[config.mk]
export PLATFORM = sky130hd
export DESIGN_NAME = integer_field_formatter
export DESIGN_NICKNAME = d
export VERILOG_FILES = /design/src/rtl/ifmt_pkg.sv /design/src/rtl/ifmt_conv.sv /design/src/rtl/integer_field_formatter.sv
export SDC_FILE = /design/constraint.sdc
export NUM_CORES = 1
export LEC_CHECK = 0
export ABC_AREA = 1
export BUFFER_PORTS_ARGS = -buffer_cell sky130_fd_sc_hd__buf_2
export CELL_PAD_IN_SITES_DETAIL_PLACEMENT = 1
export CELL_PAD_IN_SITES_GLOBAL_PLACEMENT = 2
export CORE_MARGIN = 2
export CORE_UTILIZATION = 35
export DETAILED_ROUTE_END_ITERATION = 10
export HOLD_SLACK_MARGIN = 0.12
export PLACE_DENSITY_LB_ADDON = 0.15
export SYNTH_ARGS = -nofsm -noshare
export SYNTH_HDL_FRONTEND = slang
export SYNTH_SLANG_ARGS = --single-unit
[constraint.sdc]
create_clock -name clk -period 14.35 [get_ports clk]
set_input_delay 1.435 -clock clk [delete_from_list [all_inputs] [get_ports clk]]
set_output_delay 1.435 -clock clk [all_outputs]
set_load 0.005 [all_outputs]
[src/rtl/ifmt_pkg.sv]
// Types, codes and character helpers shared by the integer field formatter.
`default_nettype none

package ifmt_pkg;

    typedef struct packed {
        logic [2:0]         kind;
        logic signed [63:0] value;
        logic               value_wide;
        logic [5:0]         field_width;
        logic [5:0]         precision;
        logic               left_justify;
        logic               zero_fill;
    } item_t;

    typedef struct packed {
        logic [7:0] out_char;
        logic       last_char;
    } result_t;

    // Conversion kinds
    localparam logic [2:0] KIND_CHAR = 3'd0;
    localparam logic [2:0] KIND_SDEC = 3'd1;
    localparam logic [2:0] KIND_UDEC = 3'd2;
    localparam logic [2:0] KIND_HEXL = 3'd3;
    localparam logic [2:0] KIND_HEXU = 3'd4;
    localparam logic [2:0] KIND_OCT  = 3'd5;
    localparam logic [2:0] KIND_PTR  = 3'd6;
    localparam logic [2:0] KIND_NONE = 3'd7;

    // Digit register: 24 nibbles covers 20 decimal, 16 hex and 22 octal digits
    localparam int DIG_COUNT = 24;
    localparam int DIG_BITS  = 4 * DIG_COUNT;

    // Digit unit operations
    typedef logic [2:0] conv_op_t;
    localparam conv_op_t OP_HOLD     = 3'd0;
    localparam conv_op_t OP_LOAD_DEC = 3'd1;
    localparam conv_op_t OP_LOAD_HEX = 3'd2;
    localparam conv_op_t OP_LOAD_OCT = 3'd3;
    localparam conv_op_t OP_DABBLE   = 3'd4;
    localparam conv_op_t OP_SHIFT    = 3'd5;

    typedef struct packed {
        conv_op_t    op;
        logic [63:0] val;
    } conv_ctrl_t;

    // ASCII
    localparam logic [7:0] CH_SPACE   = 8'h20;
    localparam logic [7:0] CH_MINUS   = 8'h2D;
    localparam logic [7:0] CH_ZERO    = 8'h30;
    localparam logic [7:0] CH_UPPER_A = 8'h41;
    localparam logic [7:0] CH_LOWER_A = 8'h61;
    localparam logic [7:0] CH_X       = 8'h78;

    function automatic logic [7:0] digit_char(input logic [3:0] nib, input logic upper);
        logic [7:0] base;
        base = upper ? CH_UPPER_A : CH_LOWER_A;
        if (nib < 4'd10)
        begin
            digit_char = CH_ZERO + {4'd0, nib};
        end
        else
        begin
            digit_char = base + {4'd0, nib} - 8'd10;
        end
    endfunction

endpackage

`default_nettype wire

[src/rtl/ifmt_conv.sv]
// Digit register with shift-add-3 binary-to-BCD step and nibble shift-out.
`default_nettype none

module ifmt_conv (
    input  wire logic                clk,
    input  wire ifmt_pkg::conv_ctrl_t ctrl,
    output logic [3:0]               top
);

    logic [ifmt_pkg::DIG_BITS-1:0] dig_reg;
    logic [ifmt_pkg::DIG_BITS-1:0] dig_next;
    logic [63:0]                   mag_reg;
    logic [63:0]                   mag_next;
    logic [ifmt_pkg::DIG_BITS-1:0] adj;
    logic [ifmt_pkg::DIG_BITS-1:0] oct;

    // Add 3 to every BCD digit of 5 or more before the next doubling
    always_comb
    begin
        for (int i = 0; i < ifmt_pkg::DIG_COUNT; i++)
        begin
            adj[4*i +: 4] = (dig_reg[4*i +: 4] >= 4'd5) ? dig_reg[4*i +: 4] + 4'd3
                                                        : dig_reg[4*i +: 4];
        end
    end

    // Spread 3-bit octal groups one per nibble
    always_comb
    begin
        oct = '0;
        for (int i = 0; i < ifmt_pkg::DIG_COUNT; i++)
        begin
            for (int j = 0; j < 3; j++)
            begin
                if (3 * i + j < 64)
                begin
                    oct[4*i + j] = ctrl.val[3*i + j];
                end
            end
        end
    end

    always_comb
    begin
        dig_next = dig_reg;
        mag_next = mag_reg;
        unique case (ctrl.op)
            ifmt_pkg::OP_HOLD:
            begin
            end
            ifmt_pkg::OP_LOAD_DEC:
            begin
                dig_next = '0;
                mag_next = ctrl.val;
            end
            ifmt_pkg::OP_LOAD_HEX:
            begin
                dig_next = {{(ifmt_pkg::DIG_BITS-64){1'b0}}, ctrl.val};
            end
            ifmt_pkg::OP_LOAD_OCT:
            begin
                dig_next = oct;
            end
            ifmt_pkg::OP_DABBLE:
            begin
                dig_next = {adj[ifmt_pkg::DIG_BITS-2:0], mag_reg[63]};
                mag_next = {mag_reg[62:0], 1'b0};
            end
            ifmt_pkg::OP_SHIFT:
            begin
                dig_next = {dig_reg[ifmt_pkg::DIG_BITS-5:0], 4'd0};
            end
            default:
            begin
            end
        endcase
    end

    always_ff @(posedge clk)
    begin
        dig_reg <= dig_next;
        mag_reg <= mag_next;
    end

    assign top = dig_reg[ifmt_pkg::DIG_BITS-1 -: 4];

endmodule

`default_nettype wire

[src/rtl/integer_field_formatter.sv]
// Top level of the integer field formatter: sequencer, padding and character output.
//
//  Channel | Ports                   | Handshake
//  --------+-------------------------+---------------------------------------------
//  in      | start, busy, item       | item taken at a clock edge with start & !busy & kind != NONE
//  out     | strobe, result          | one char per cycle with strobe, never stalled
//
// Sequence: the item is taken in S_IDLE; decimal kinds then run 64 shift-add-3 steps
// through the shared digit register; every kind then strips up to 23 leading zero
// nibbles (one nibble per cycle), then emits one character per cycle (up to 49).
// Reset clears the sequencer and the strobe; the digit register needs no reset.
// busy stays high from the item until its last character is registered, and is low in
// the cycle that carries it; the receiver cannot stall, so the output never holds the sequencer.
`default_nettype none

module integer_field_formatter #(
    parameter int POINTER_DIGITS = 16,
    parameter int MAX_WIDTH      = 48
) (
    input  wire logic              clk,
    input  wire logic              rst_n,
    input  wire logic              start,
    output logic                   busy,
    input  wire ifmt_pkg::item_t   item,
    output logic                   strobe,
    output ifmt_pkg::result_t      result
);

    localparam logic [5:0] MaxW = 6'(MAX_WIDTH);
    localparam logic [5:0] PtrW = 6'(POINTER_DIGITS);
    localparam logic [4:0] DigN = 5'(ifmt_pkg::DIG_COUNT);

    localparam logic [2:0] S_IDLE = 3'd0;
    localparam logic [2:0] S_CONV = 3'd1;
    localparam logic [2:0] S_SCAN = 3'd2;
    localparam logic [2:0] S_PRE  = 3'd3;
    localparam logic [2:0] S_LPAD = 3'd4;
    localparam logic [2:0] S_DIG  = 3'd5;
    localparam logic [2:0] S_RPAD = 3'd6;

    logic [2:0] state_reg, state_next;
    logic       strobe_reg, strobe_next;
    logic [5:0] cnt_reg, cnt_next;
    logic [4:0] nd_reg, nd_next;
    logic [5:0] pad_reg, pad_next;
    logic       pre_cnt_reg, pre_cnt_next;

    logic [2:0] kind_reg, kind_next;
    logic       neg_reg, neg_next;
    logic [5:0] width_reg, width_next;
    logic       zfill_reg, zfill_next;
    logic       ljust_reg, ljust_next;
    logic       upper_reg, upper_next;
    logic [7:0] char_reg, char_next;
    ifmt_pkg::result_t result_reg, result_next;

    ifmt_pkg::conv_ctrl_t ctrl;
    logic [3:0]           top;

    logic [63:0] uval;
    logic [63:0] sval;
    logic [63:0] mag;
    logic        neg;
    logic [5:0]  w_sat;
    logic [5:0]  p_sat;
    logic        is_ptr;
    logic        has_prefix;

    ifmt_conv u_conv (
        .clk  (clk),
        .ctrl (ctrl),
        .top  (top)
    );

    assign busy = (state_reg != S_IDLE);

    // Operand preparation at accept time
    assign uval  = item.value_wide ? 64'(item.value) : {32'd0, item.value[31:0]};
    assign sval  = item.value_wide ? 64'(item.value)
                                   : {{32{item.value[31]}}, item.value[31:0]};
    assign neg   = sval[63];
    assign mag   = neg ? (64'd0 - sval) : sval;
    assign w_sat = (item.field_width > MaxW) ? MaxW : item.field_width;
    assign p_sat = (item.precision > MaxW) ? MaxW : item.precision;

    assign is_ptr     = (kind_reg == ifmt_pkg::KIND_PTR);
    assign has_prefix = neg_reg || is_ptr;

    always_comb
    begin
        state_next   = state_reg;
        strobe_next  = 1'b0;
        cnt_next     = cnt_reg;
        nd_next      = nd_reg;
        pad_next     = pad_reg;
        pre_cnt_next = pre_cnt_reg;
        kind_next    = kind_reg;
        neg_next     = neg_reg;
        width_next   = width_reg;
        zfill_next   = zfill_reg;
        ljust_next   = ljust_reg;
        upper_next   = upper_reg;
        char_next    = char_reg;
        result_next  = result_reg;
        ctrl.op      = ifmt_pkg::OP_HOLD;
        ctrl.val     = uval;

        unique case (state_reg)
            S_IDLE:
            begin
                if (start && item.kind != ifmt_pkg::KIND_NONE)
                begin
                    kind_next    = item.kind;
                    neg_next     = 1'b0;
                    width_next   = w_sat;
                    zfill_next   = item.zero_fill;
                    ljust_next   = item.left_justify;
                    upper_next   = (item.kind == ifmt_pkg::KIND_HEXU);
                    char_next    = item.value[7:0];
                    cnt_next     = '0;
                    nd_next      = DigN;
                    pre_cnt_next = 1'b0;
                    state_next   = S_SCAN;
                    case (item.kind) inside
                        ifmt_pkg::KIND_SDEC, ifmt_pkg::KIND_UDEC:
                        begin
                            ctrl.op    = ifmt_pkg::OP_LOAD_DEC;
                            state_next = S_CONV;
                            if (item.kind == ifmt_pkg::KIND_SDEC)
                            begin
                                ctrl.val = mag;
                                neg_next = neg;
                            end
                            // a nonzero precision overrides width and forces zero fill
                            if (p_sat != 6'd0)
                            begin
                                width_next = p_sat;
                                zfill_next = 1'b1;
                            end
                        end
                        ifmt_pkg::KIND_HEXL, ifmt_pkg::KIND_HEXU:
                        begin
                            ctrl.op = ifmt_pkg::OP_LOAD_HEX;
                        end
                        ifmt_pkg::KIND_OCT:
                        begin
                            ctrl.op = ifmt_pkg::OP_LOAD_OCT;
                        end
                        ifmt_pkg::KIND_PTR:
                        begin
                            ctrl.op    = ifmt_pkg::OP_LOAD_HEX;
                            width_next = PtrW;
                            zfill_next = 1'b1;
                            ljust_next = 1'b0;
                        end
                        default:
                        begin
                            // char: single digit, scan ends at once
                            nd_next = 5'd1;
                        end
                    endcase
                end
            end
            S_CONV:
            begin
                ctrl.op  = ifmt_pkg::OP_DABBLE;
                cnt_next = cnt_reg + 6'd1;
                if (&cnt_reg)
                begin
                    state_next = S_SCAN;
                end
            end
            S_SCAN:
            begin
                if (top != 4'd0 || nd_reg == 5'd1)
                begin
                    pad_next = (width_reg > {1'b0, nd_reg}) ? width_reg - {1'b0, nd_reg}
                                                            : 6'd0;
                    if (has_prefix)
                    begin
                        state_next = S_PRE;
                    end
                    else if (!ljust_reg && pad_next != 6'd0)
                    begin
                        state_next = S_LPAD;
                    end
                    else
                    begin
                        state_next = S_DIG;
                    end
                end
                else
                begin
                    // drop a leading zero nibble
                    ctrl.op = ifmt_pkg::OP_SHIFT;
                    nd_next = nd_reg - 5'd1;
                end
            end
            S_PRE:
            begin
                strobe_next           = 1'b1;
                result_next.last_char = 1'b0;
                if (is_ptr && !pre_cnt_reg)
                begin
                    result_next.out_char = ifmt_pkg::CH_ZERO;
                    pre_cnt_next         = 1'b1;
                end
                else
                begin
                    result_next.out_char = is_ptr ? ifmt_pkg::CH_X : ifmt_pkg::CH_MINUS;
                    if (!ljust_reg && pad_reg != 6'd0)
                    begin
                        state_next = S_LPAD;
                    end
                    else
                    begin
                        state_next = S_DIG;
                    end
                end
            end
            S_LPAD:
            begin
                strobe_next           = 1'b1;
                result_next.out_char  = zfill_reg ? ifmt_pkg::CH_ZERO : ifmt_pkg::CH_SPACE;
                result_next.last_char = 1'b0;
                pad_next              = pad_reg - 6'd1;
                if (pad_reg == 6'd1)
                begin
                    state_next = S_DIG;
                end
            end
            S_DIG:
            begin
                strobe_next           = 1'b1;
                result_next.out_char  = (kind_reg == ifmt_pkg::KIND_CHAR)
                                      ? char_reg : ifmt_pkg::digit_char(top, upper_reg);
                result_next.last_char = 1'b0;
                ctrl.op               = ifmt_pkg::OP_SHIFT;
                nd_next               = nd_reg - 5'd1;
                if (nd_reg == 5'd1)
                begin
                    if (ljust_reg && pad_reg != 6'd0)
                    begin
                        state_next = S_RPAD;
                    end
                    else
                    begin
                        result_next.last_char = 1'b1;
                        state_next            = S_IDLE;
                    end
                end
            end
            S_RPAD:
            begin
                strobe_next           = 1'b1;
                result_next.out_char  = ifmt_pkg::CH_SPACE;
                result_next.last_char = 1'b0;
                pad_next              = pad_reg - 6'd1;
                if (pad_reg == 6'd1)
                begin
                    result_next.last_char = 1'b1;
                    state_next            = S_IDLE;
                end
            end
            default:
            begin
                state_next = S_IDLE;
            end
        endcase
    end

    // Control state
    always_ff @(posedge clk or negedge rst_n)
    begin
        if (!rst_n)
        begin
            state_reg   <= S_IDLE;
            strobe_reg  <= 1'b0;
            cnt_reg     <= '0;
            nd_reg      <= '0;
            pad_reg     <= '0;
            pre_cnt_reg <= 1'b0;
        end
        else
        begin
            state_reg   <= state_next;
            strobe_reg  <= strobe_next;
            cnt_reg     <= cnt_next;
            nd_reg      <= nd_next;
            pad_reg     <= pad_next;
            pre_cnt_reg <= pre_cnt_next;
        end
    end

    // Item fields and output character
    always_ff @(posedge clk)
    begin
        kind_reg   <= kind_next;
        neg_reg    <= neg_next;
        width_reg  <= width_next;
        zfill_reg  <= zfill_next;
        ljust_reg  <= ljust_next;
        upper_reg  <= upper_next;
        char_reg   <= char_next;
        result_reg <= result_next;
    end

    assign strobe = strobe_reg;
    assign result = result_reg;

    // A character only follows a cycle in which the sequencer was working
    a_strobe_after_busy: assert property (@(posedge clk) disable iff (!rst_n)
        strobe |-> $past(busy))
        else $error("character emitted without an item in progress");

    // The final character leaves with the sequencer already free
    a_last_frees: assert property (@(posedge clk) disable iff (!rst_n)
        (strobe && result.last_char) |-> !busy)
        else $error("busy still high on final character");

    // No character directly after the final one of a field
    a_last_gap: assert property (@(posedge clk) disable iff (!rst_n)
        (strobe && result.last_char) |=> !strobe)
        else $error("character right after end of field");

    // A valid kind always occupies the sequencer
    a_accept_busy: assert property (@(posedge clk) disable iff (!rst_n)
        (start && !busy && item.kind != ifmt_pkg::KIND_NONE) |=> busy)
        else $error("accepted item did not start the sequencer");

endmodule

`default_nettype wire
# ---- After elaboration in Yosys (flattened, before gate mapping)
# Index checks and enable logic that the tools add are counted.
dict set report classes {
  add_sub_neg 32
  n_mux 94
  n_eq_ne 30
  n_reduce_logical 35
  magnitude_cmp 28
}
# cell count
set ops {}
lappend ops {{one-hot mux 96 bit (5 select lines)} 1}
lappend ops {{2-to-1 mux 64 bit} 6}
lappend ops {{one-hot mux 64 bit (2 select lines)} 1}
lappend ops {{greater-or-equal comparator 4 x 3 -> 1 bit, second input constant} 24}
lappend ops {{adder 4 x 2 -> 4 bit, second input constant} 23}
lappend ops {{2-to-1 mux 4 bit} 23}
lappend ops {{2-to-1 mux 6 bit} 11}
lappend ops {{2-to-1 mux 66 bit} 1}
lappend ops {{subtractor 1 x 64 -> 64 bit, first input constant} 1}
lappend ops {{one-hot mux 9 bit (4 select lines)} 1}
lappend ops {{2-to-1 mux 5 bit} 7}
lappend ops {{2-to-1 mux 3 bit} 11}
lappend ops {{equality test 3 bit, second input constant} 9}
lappend ops {{one-hot mux 6 bit (2 select lines)} 2}
lappend ops {{one-hot mux 3 bit (7 select lines)} 1}
lappend ops {{equality test 3 x 2 -> 1 bit, second input constant} 6}
lappend ops {{!= test 2 bit, second input constant} 9}
lappend ops {{nonzero test 6 bit} 3}
lappend ops {{2-to-1 mux 1 bit} 17}
lappend ops {{2-to-1 mux 8 bit} 2}
lappend ops {{one-hot mux 5 bit (3 select lines)} 1}
lappend ops {{2-to-1 mux 7 bit} 2}
lappend ops {{> comparator 6 bit, second input constant} 2}
lappend ops {{one-hot mux 3 bit (4 select lines)} 1}
lappend ops {{other kinds (30)} 54}
dict set report totals {
  reg_bits 212
  input_bits 85
  output_inout_bits 11
}

# ---- Depth between registers and ports, before layout
dict set report depth {
  ltp_word 9
  depth_mapped 17
  mapped_depth_nobuf 17
}

# ---- By module
# Synthesis repeated with hierarchy kept, for this count alone.
dict set report hier_totals {
  cells_unflattened 2436
  hier_area_um2 16829.9
}
# mod seq_area_each_um2 instances cells_each area_per_inst_um2
set modules_own_cells {}
lappend modules_own_cells {ifmt_conv 4804.6 1 1413 10566.4}
lappend modules_own_cells {integer_field_formatter 1451.4 1 1023 6263.5}

# ---- Worst setup path before layout
# No wires, ideal clock.
dict set report synth_path {
  kind {input port to flip-flop}
  from {input item[81] (netlist bit)}
  to {register u_conv.dig_reg[0] (netlist bit) (enable)}
  stages 7
  setup_ps 1142
  arrival_ps 4304
  required_ps 13208
  path_slack_ps 8904
  cell_sequence {inv_1 -> nand3_1 -> o21ai_0 -> nand2_4 -> inv_2 -> nor2_4 -> nand3_1}
}
dict set report synth_via {
  elab_chain_len 9
  elab_cells_between_ends 22
  cone_classes {eq/ne: 12; mux: 6; reduce/logical: 4}
}
# element line
set synth_lines {}
lappend synth_lines {{from (decl)} integer_field_formatter.sv:24} ;# input wire ifmt_pkg::item_t item,
lappend synth_lines {{equality test 3 bit (no line)} n/a}
lappend synth_lines {{2-to-1 mux 2 bit (4 in a row)} integer_field_formatter.sv:124} ;# case (item.kind) inside
lappend synth_lines {{2-to-1 mux 66 bit *} integer_field_formatter.sv:111} ;# if (start && item.kind != ifmt_pkg::KIND_NONE)
lappend synth_lines {{one-hot mux 3 bit (4 select lines) *} integer_field_formatter.sv:108} ;# unique case (state_reg)
lappend synth_lines {{equality test 3 x 2 -> 1 bit, or another cell as far along} ifmt_conv.sv:47} ;# unique case (ctrl.op)
lappend synth_lines {{nonzero test 5 bit (no line) *} n/a}
lappend synth_lines {{to (signal assigned)} ifmt_conv.sv:81} ;# dig_reg <= dig_next;
lappend synth_lines {{to (decl)} ifmt_conv.sv:10} ;# logic [ifmt_pkg::DIG_BITS-1:0] dig_reg;
# Every way passes the cells marked *; elsewhere a longest branch is shown, timed or not.
# A chain may end at the register's enable or synchronous reset.

# ---- Final worst setup path
dict set report layout_path {
  from {input item[14] (netlist bit)}
  to {register u_conv.dig_reg[37] (netlist bit), data pin}
}
dict set report layout_via {
  elab_chain_len 8
  elab_cells_between_ends 9
  cone_classes {add/sub: 1; mux: 8}
}
# element line
set layout_lines {}
lappend layout_lines {{2-to-1 mux 64 bit} integer_field_formatter.sv:79} ;# assign sval = item.value_wide ? 64'(item.value)
lappend layout_lines {{subtractor 1 x 64 -> 64 bit} integer_field_formatter.sv:82} ;# assign mag = neg ? (64'd0 - sval) : sval;
lappend layout_lines {{2-to-1 mux 64 bit} integer_field_formatter.sv:82}
lappend layout_lines {{2-to-1 mux 64 bit} integer_field_formatter.sv:129} ;# if (item.kind == ifmt_pkg::KIND_SDEC)
lappend layout_lines {{2-to-1 mux 64 bit} integer_field_formatter.sv:124}
lappend layout_lines {{2-to-1 mux 66 bit} integer_field_formatter.sv:111}
lappend layout_lines {{2-to-1 mux 64 bit *} integer_field_formatter.sv:108}
lappend layout_lines {{one-hot mux 96 bit (5 select lines) *} ifmt_conv.sv:47}
lappend layout_lines {{named net u_conv.dig_next, one bit} ifmt_conv.sv:11} ;# logic [ifmt_pkg::DIG_BITS-1:0] dig_next;
# Mark *: on every way through the listed nets, which the timed path passes. The rest lies on a longest branch.

==> flow_summary_export.csv <==
group,metric,value,unit
status,status,"finished, final reports clean",
sta,min_period,4.17,ns
worst_hold_path,hp-class,"reg2reg",
clock_tree,clk_path_buf_depth,3,
clock_tree,h-tree-depth,1,
place,dp.cells,2702,
critical_path,critPathBufInv,2,
route,wirelength,55300,µm
logic_synthesis,synth.area.top_cells,"edfxtp_1 (37%), nand2_1 (14%), nand3_1 (6.8%)",
layout,post-route-util,39.5,%
logic_synthesis,synth.distinct_cells,63,
route,first_pass_iters,5,
power,p_sw_share,24.2,%
critical_path,r2r_slack,10.66,ns
logic_synthesis,synth_edf_count,190,
floorplan,die_w,215,µm
critical_path,max_stage_delay,0.60,ns
sta,hold_viol_final,0,
layout,area_growth,11.7,%
critical_path,crit_chain,"buf_2 -> nand2_1 -> nand2_1 -> nand2_2 -> nor2_2 -> buf_4 -> nand2_1 -> xor2_1 -> nand2_1 -> nand4_1",
logic_synthesis,synth-seq-area-share,40.1,%
critical_path,critPathArrivalTime,4.57,ns
sta,fin_skew,0.0248,ns
global_routing,grt_pass1_wl,86300,µm
clock_tree,clkTransAtPathRegs,0.06,ns
sta,fmax,0.240,GHz
floorplan,row_count,77,
critical_path,r2r-end,"u_conv.mag_reg[41]$_DFFE_PP_",
floorplan,initial_core_util,35.4,%
sta,worst_pin_slew,0.803,ns
sta,drv_slew,0,
clock_tree,ctsHoldBuffers,0,
job,drv_cap,0,
global_routing,grt_usage,23.7,%
logic_synthesis,synth_seq_cells,212,
floorplan,dieArea,0.0463,mm²
clock_tree,cts_root_buf,"clkbuf_16",
layout,drive_above_1_share,9.78,%
power,p_per_area,82.5,mW/mm²
worst_hold_path,hold_path_end,"u_conv.mag_reg[55]$_DFFE_PP_",
sta,setup_ws,10.18,ns
layout,largest_reg_flops,96,
logic_synthesis,synthArstFlopShare,10.4,%
power,combPwrFrac,7.1,%
critical_path,crit_path_frequent_cell,"nand2_1",
sta,max-slew-margin-rel,46.2,%
clock_tree,cts-resized-gates,0,
logic_synthesis,netlist.area_leader.share,36.5,%
floorplan,coreArea,0.0441,mm²
clock_tree,cts_sinks,212,
logic_synthesis,syn-num-nets,2215,
route,routed-via-count,14600,
sta,setup-tns-final,0,ns
sta,fin_crit_sh,29.0,%
critical_path,slowest_stage,"xor2_1",
power,p_clk_share,46.5,%
critical_path,crit_fanout,38,
critical_path,reg2reg_depth,7,
route,drtIter0Drc,959,
global_routing,grt_pass1_vias,14800,
route,wl_per_cell,20.1,µm
worst_hold_path,hold_depth,2,
critical_path,endpoint_kind,"register",
logic_synthesis,synth_common_cells,"nand2_1 (568), inv_1 (271), nand3_1 (212)",
floorplan,ios,96,
clock_tree,cts_inserted_buffers,26,
floorplan,dieHeight,215,µm
place,portBuffers,95,
global_routing,grt-ovfl-total,0,
route,ant_nets,0,
route,drcViolationCount,0,
logic_synthesis,yosysWarnings,0,
critical_path,r2r_start,"state_reg[1]$_DFFE_PN0P_",
place,finalWeightedCongestion,0.859,
clock_tree,cts_setup_buffers,0,
power,switchingPower,348,µW
logic_synthesis,synth.most_common_cell,"nand2_1",
worst_hold_path,min_from,"u_conv.mag_reg[54]$_DFFE_PP_",
logic_synthesis,syn-cell-area,0.0156,mm²
logic_synthesis,synthFlopType,"edfxtp_1",
place,dp_hpwl,41900,µm
power,ir_drop,0.0764,mV
sta,grt_setup_unrepaired,"no",
critical_path,startpoint_type,"input port",
sta,setup_viol,0,
layout,diodes,0,
global_routing,antenna_found_initial,1,
layout,nNetsFinal,2285,
critical_path,crit_family,"simple AND/OR/NAND/NOR gates",
layout,final_cells,2750,
critical_path,worstPathRequired,14.75,ns
clock_tree,clk_latency,0.56,ns
logic_synthesis,syn_inst,2068,
place,place_ws,9.66,ns
power,internal_power,1.09,mW
power,power_frac_seq,46.4,%
route,viasPerCell,5.30,
clock_tree,cts_tree,"yes",
global_routing,grt_max_degree,148,
logic_synthesis,syn_avg_cell_area,7.55,µm²
logic_synthesis,yosysTopAreaCell,"edfxtp_1",
critical_path,crit_type,"in2reg",
power,power_leakage,7.62,nW
how the worst max path moves through the flow:
stage	start	to	cells after the start
floorplan	item[81]	u_conv.dig_reg[0]$_DFFE_PP_	7
global placement	item[14]	u_conv.dig_reg[34]$_DFFE_PP_	11
detailed placement	item[14]	u_conv.dig_reg[25]$_DFFE_PP_	11
CTS	item[14]	u_conv.dig_reg[45]$_DFFE_PP_	11
global route	item[14]	u_conv.dig_reg[25]$_DFFE_PP_	11
finish	item[14]	u_conv.dig_reg[37]$_DFFE_PP_	10
worst reg2reg max path, stage by stage, from the launching register on:
cell and delay [ns]:
dfrtp_1 0.44, inv_2 0.12, nand2_1 0.18, nor2_4 0.15
buf_12 0.48, inv_2 0.58, nand2_2 0.76, buf_4 0.55
power by group through the flow:
stage               clock (mW)  sequential (mW)  combinational (mW)
finish                   0.670            0.667               0.102
global route             0.701            0.667               0.112
global placement             0            0.680              0.0995
floorplan                    0            0.680              0.0554
CTS                      0.683            0.667               0.102
detailed placement           0            0.680               0.101
cell usage in the layout (no fill, tap or decap), types with 6 or more instances in the layout:
master / n
nand2_1: 566
inv_1: 271
nand3_1: 211
edfxtp_1: 190
nor2_1: 179
o21ai_0: 135
buf_2: 95
a21oi_1: 61
ha_1: 61
xor2_1: 40
clkbuf_16: 28
nand4_1: 27
dfrtp_1: 22
inv_2: 16
o32ai_1: 16
o21ai_1: 15
o211ai_1: 13
nor3_1: 12
a32oi_1: 12
o22ai_1: 12
nand3b_1: 12
clkbuf_1: 12
o221ai_1: 11
xnor2_1: 11
nor2_2: 10
a31oi_1: 10
nor2_4: 9
nand2_2: 9
o2111ai_1: 9
o311ai_0: 7
buf_4: 7
a211o_1: 6
layer usage:
metal | up-vias | wire, µm | share of wire [%] | GRT usage [%]
met5 | - | 13 | 0.024 | 0
met4 | 2 | 619 | 1.1 | 3.63
met3 | 48 | 2770 | 5.0 | 3.20
met2 | 305 | 25000 | 45 | 38.5
met1 | 7110 | 26900 | 49 | 34.1
li1 | 7098 | - | - | -
per-stage QoR:
step           hold slack (ns)  cell area, µm²  total power, mW
2_1_floorplan            0.464           15600            0.736
5_1_grt                  0.547           17400             1.48
3_5_place_dp             0.510           16600            0.782
6_report                 0.526           17400             1.44
4_1_cts                  0.528           17400             1.45
3_3_place_gp             0.500           16600            0.780
kinds of logic after synthesis:
logic type      after synthesis  synth area share, %
buf+inv                     352                 9.13
simple gates               1053                 29.2
xor+xnor                     51                 2.86
fa+ha+maj                    62                 5.02
compound gates              338                 13.7
flops                       212                 40.1
cell type report:
class / count / area [µm²]
Sequential cell: 212 / 6260
Fill cell: 5524 / 26700
Clock inverter: 4 / 45.0
Tap cell: 592 / 741
Timing Repair Buffer: 103 / 548
Clock buffer: 44 / 801
Inverter: 291 / 1100
Multi-Input combinational cell: 1504 / 7960
No activity file was read; power rests on OpenSTA's default activity.
